$ cat config.mk
export PLATFORM = sky130hd
export DESIGN_NAME = fpar_ctrl
export DESIGN_NICKNAME = d
export VERILOG_FILES = /design/src/hdl/fpar_pkg.sv /design/src/hdl/fpar_ctrl.sv
export SDC_FILE = /design/constraint.sdc
export NUM_CORES = 1
export LEC_CHECK = 0
export ABC_AREA = 1
export BUFFER_PORTS_ARGS = -buffer_cell sky130_fd_sc_hd__clkbuf_2
export CAP_MARGIN = 40
export CORE_AREA = 2 2 39 41
export CTS_BUF_LIST = sky130_fd_sc_hd__clkbuf_2 sky130_fd_sc_hd__clkbuf_4 sky130_fd_sc_hd__clkbuf_8
export CTS_CLUSTER_DIAMETER = 80
export CTS_CLUSTER_SIZE = 20
export DETAILED_ROUTE_END_ITERATION = 12
export DIE_AREA = 0 0 41 43
export SLEW_MARGIN = 20
export SYNTH_ARGS = -nofsm -noshare
export SYNTH_HDL_FRONTEND = slang
export SYNTH_SLANG_ARGS = --single-unit
$ cat constraint.sdc
create_clock -name i_clk -period 2.9 [get_ports i_clk]
set_clock_uncertainty 0.2 [all_clocks]
set_input_delay 0.435 -clock i_clk [delete_from_list [all_inputs] [get_ports i_clk]]
set_output_delay 0.435 -clock i_clk [all_outputs]
set_load 0.05 [all_outputs]
$ cat src/hdl/fpar_pkg.sv
package fpar_pkg;

    // Field and register widths
    localparam int SMP_W   = 16;
    localparam int PEAK_W  = 16;
    localparam int RATE_W  = 18;
    localparam int TRIM_W  = 14;
    localparam int OP_W    = 2;
    localparam int CFG_IDX_W = 2;
    // Phase plus source rate needs one bit more than a rate
    localparam int DVD_W   = RATE_W + 1;

    // Defaults and limits
    localparam int FIFO_DEPTH_DEF = 8192;
    localparam logic [RATE_W-1:0] RATE_MIN   = RATE_W'(8000);
    localparam logic [RATE_W-1:0] RATE_MAX   = RATE_W'(192000);
    localparam logic [TRIM_W-1:0] TRIM_RESET = TRIM_W'(4 * 1024);

    // Configuration register indexes
    localparam logic [CFG_IDX_W-1:0] CFG_SOURCE_RATE = 2'd0;
    localparam logic [CFG_IDX_W-1:0] CFG_TGT_RATE    = 2'd1;
    localparam logic [CFG_IDX_W-1:0] CFG_TRIM_LEVEL  = 2'd2;

    // Operation codes carried in tuser
    typedef enum logic [OP_W-1:0] {
        OP_PUSH  = 2'd0,
        OP_PULL  = 2'd1,
        OP_FLUSH = 2'd2,
        OP_TRIM  = 2'd3
    } t_op;

    // Controller to datapath
    typedef struct packed {
        logic capture;
        logic exec;
        logic div_start;
        logic clamp;
        logic read;
        logic load;
        logic out_load;
    } t_cmd;

    // Datapath to controller
    typedef struct packed {
        t_op  op;
        logic pull_ok;
        logic div_done;
        logic quo_zero;
        logic out_free;
    } t_sts;

endpackage

$ cat src/hdl/fpar_ctrl.sv
module fpar_ctrl (
    input  logic            i_clk,
    input  logic            i_rst_n,
    input  logic            i_in_valid,
    output logic            o_in_ready,
    input  fpar_pkg::t_sts  i_sts,
    output fpar_pkg::t_cmd  o_cmd
);

    typedef enum logic [2:0] {
        S_IDLE,
        S_DECODE,
        S_DIV,
        S_CLAMP,
        S_READ,
        S_LOAD,
        S_DONE
    } t_state;

    t_state r_state;
    t_state n_state;

    // Sequence one item through the datapath
    always_comb begin
        n_state = r_state;
        o_cmd   = '0;
        case (r_state)
            S_IDLE: begin
                if (i_in_valid) begin
                    o_cmd.capture = 1'b1;
                    n_state       = S_DECODE;
                end
            end
            S_DECODE: begin
                if ((i_sts.op == fpar_pkg::OP_PULL) && i_sts.pull_ok) begin
                    o_cmd.div_start = 1'b1;
                    n_state         = S_DIV;
                end else begin
                    o_cmd.exec = 1'b1;
                    n_state    = S_DONE;
                end
            end
            S_DIV: begin
                if (i_sts.div_done) begin
                    n_state = S_CLAMP;
                end
            end
            S_CLAMP: begin
                o_cmd.clamp = 1'b1;
                n_state     = i_sts.quo_zero ? S_DONE : S_READ;
            end
            S_READ: begin
                o_cmd.read = 1'b1;
                n_state    = S_LOAD;
            end
            S_LOAD: begin
                o_cmd.load = 1'b1;
                n_state    = S_DONE;
            end
            S_DONE: begin
                if (i_sts.out_free) begin
                    o_cmd.out_load = 1'b1;
                    n_state        = S_IDLE;
                end
            end
            default: n_state = S_IDLE;
        endcase
    end

    always_ff @(posedge i_clk) begin
        if (!i_rst_n) begin
            r_state <= S_IDLE;
        end else begin
            r_state <= n_state;
        end
    end

    // Take no transfer while reset is held
    assign o_in_ready = i_rst_n && (r_state == S_IDLE);

endmodule

# Word level (Yosys, flattened, before mapping)

Index checks and enable logic that the tools add are counted.

Flip-flop bits (word level): 3
Input port bits: 9
Output and inout bits: 8
Logic and storage cells: 31

Equality and inequality tests: 10
Muxes and demuxes: 16
Reductions and logical operators: 4

Operators with widths:

| operator             | number |
|---|---|
| $pmux W3 S7          | 1 |
| $mux W3              | 4 |
| $eq A3 B3 Y1 const B | 3 |
| $mux W1              | 9 |
| $eq A3 B2 Y1 const B | 2 |
| $ne A2 B2 Y1 const B | 3 |
| $mux W2              | 2 |
| $eq A3 B1 Y1 const B | 1 |
| $logic_not A3 Y1     | 1 |
| $reduce_and A3 Y1    | 1 |
| $eq A2 B1 Y1 const B | 1 |
| $logic_and A1 B1 Y1  | 2 |

# Longest topological paths before layout

Word-level depth: 4
Depth in mapped cells: 7
Gate-level depth less buffers: 7

# Worst setup path after synthesis

OpenSTA, ideal clock, no wires.

Path kind: input port to output port
Start point: input port i_sts[5] (netlist name)
End point: output port o_cmd[4] (netlist name)
Arrival time: 1.644 ns
Data required time: 2.265 ns
Path slack: 0.621 ns
Stages on the path: 2
Buffers on the path: 0
Cell sequence: nand3b_1 -> nor3_1

RTL lines:

| item            | RTL line       | text |
|---|---|---|
| start, declared | fpar_ctrl.sv:6 | `input fpar_pkg::t_sts i_sts,` |
| end, declared   | fpar_ctrl.sv:7 | `output fpar_pkg::t_cmd o_cmd` |

==> metrics <==
Tcrit/Tclk final=67.96%; MaxCap Viol Count=0; post-synthesis cell type count=12; CTS buffer count=3; Mean Syn Cell Area=5.672 um^2; Final ANT Viol Nets=0; remaining routing DRC violations=0; final net count=74; Largest regs=r_state (3); max reg flops=3; Final Hold Vio Count=0; Final TNS setup=0 ns; VDD IR-drop max=0.0002545 V; Worst Tran Pin Value=0.2784 ns; Hold WS=0.2240 ns; Clock Latency Late Sink=0.23 ns; pwr dens=1243 nW/um^2; die area=1763 um^2; hold path startpoint=i_rst_n; clock power share=17.8%; Post-CTS Hold Buffers=0; Seq. cell area=60.06 um^2; Global Route Usage Sum=8.526%; Switch Pwr=267.2 uW; via total after detailed routing=326; count of routing violations after the opening detailed-route iteration=3; min Tclk post-route=1.971 ns; CTS H-tree lvls=1; cell count after synthesis=45; start of the worst register-to-register path=r_state[0]$_SDFFE_PN0P_; pin count of the biggest net entering global routing=9; Yosys reg bits=3; first-pass GRT wire length=979 um; DIE HEIGHT=43 um; Final Instance Area=374.1 um^2; I/O pins=17; HPWL reported at the end of detailed placement=527.2 um; crit path launch=r_state[0]$_SDFFE_PN0P_; initial core utilization=18.44%; Post-Syn Area=255.2 um^2; GR Overflow Total=0; Row Count=14; crit path DAT=1.34 ns; WP data required=2.27 ns; Logic pwr share=61.7%; drt first pass iters=3; post-synthesis sequential area ratio=23.53%; switching share of power=57.48%; Antenna Cells=0; area delta synth->final=46.57%; Detailed Route WL=619 um; RSZ-0062 raised after global routing=no; Worst Setup Start Kind=flop; root buf cell=clkbuf_4; fin util=27.03%; vias in the first global route=279; core box area=1384 um^2; Pleak=0.2324 nW; critical path capture point type=output pin; Sink Count=3; initial antenna violation count=0; Max Clock Freq=507.4 MHz; status=completed; Slew HR=81.52%; # fillers=172; worst min path class=in2reg; syn_nets=54; multi-input logic area=153.9 um^2; Slew Limit Fails=0; number of port buffers=16; final setup vio count=0; cell internal pwr=197.7 uW; CTS tree=done; Post-CTS Resized=0; fraction of layout cells with a size suffix above 1=37.50%; Max clock buf depth=2; Seq pwr share=20.6%; total power=464.9 uW; routed len/inst=7.738 um; Final GP Congestion=0.7031; setup bufs post-CTS=0; post-DR vias/cell=4.075; largest register by flop count=r_state; Yosys Warn Count=0; worst-path fanout max=8; Placed Area=344.1 um^2; die width=41 um; CP Class=reg2out; Clock Pin Slew Worst Setup and Hold Paths=0.04 ns
## routing by layer
layer,track usage (%),vias up,share of wire [%]
li1,-,176,-
met2,13.13,9,49
met3,6.283,0,7.6
met5,0,-,0
met4,2.000,0,0
met1,8.974,141,43
## logic make-up (layout without fill, tap and decap cells)
kind of cell    count (synthesis)  after routing  share of synthesized area, %
compound gates                  1              1                         1.959
simple gates                   32             32                         58.34
buf+inv                         9             28                         16.18
flops                           3              3                         23.53
## cells in the mapped netlist, drive strengths merged
library cell   n  area (um^2)
dfxtp          3        60.06
buf            1        11.26
inv            8        30.03
nor3           4        20.02
nand3b         1        7.510
nor2          13        51.30
nand2         10        40.04
nand3          4        30.03
o21ai          1        5.000
## placed cells by master (no fill, tap or decap)
cell type and n:
nor3_1 4, nand3_1 2, nand2_2 1, inv_1 8, nand3b_1 1, nor2_1 12, clkbuf_2 16, nand2_1 9
o21ai_0 1, nor2_2 1, nand3_2 2, dfxtp_1 3, clkbuf_4 4
## worst paths after layout
check / depth (start not counted) / endpoint / slack, ns
max: 5 / o_cmd[5] / 0.93
min reg2reg: 2 / r_state[0]$_SDFFE_PN0P_ / 0.44
min: 3 / r_state[2]$_SDFFE_PN0P_ / 0.22
max reg2reg: 5 / r_state[1]$_SDFFE_PN0P_ / 1.67
## cell type report
class	instances	area share, %
multi-input cells	33	41.14
flip-flops and latches	3	16.05
inverters	8	8.027
repair buffers	16	21.40
well taps	16	5.351
clock buffers	4	8.027
## power groups by stage
stage | registers, mW | logic [mW] | clock network, mW
2_1_floorplan | 0.0799 | 0.257 | 0
3_3_place_gp | 0.0952 | 0.288 | 0
3_5_place_dp | 0.0960 | 0.290 | 0
4_1_cts | 0.0954 | 0.290 | 0.0885
5_1_grt | 0.0996 | 0.320 | 0.0933
6_report | 0.0956 | 0.287 | 0.0825
## metrics by stage
stage               setup WS [ns]  cells
floorplan                  0.6208     45
global placement            1.155     76
detailed placement          1.152     76
CTS                        0.9158     80
global route               0.8177     80
finish                     0.9292     80
## worst max-delay path, stage by stage (launching register included)
cell      delay [ns]
dfxtp_1         0.46
nand2_1         0.15
nor2_1          0.11
nand2_1         0.07
inv_1           0.05
clkbuf_2        0.26
(Power assumes the default switching activity.)
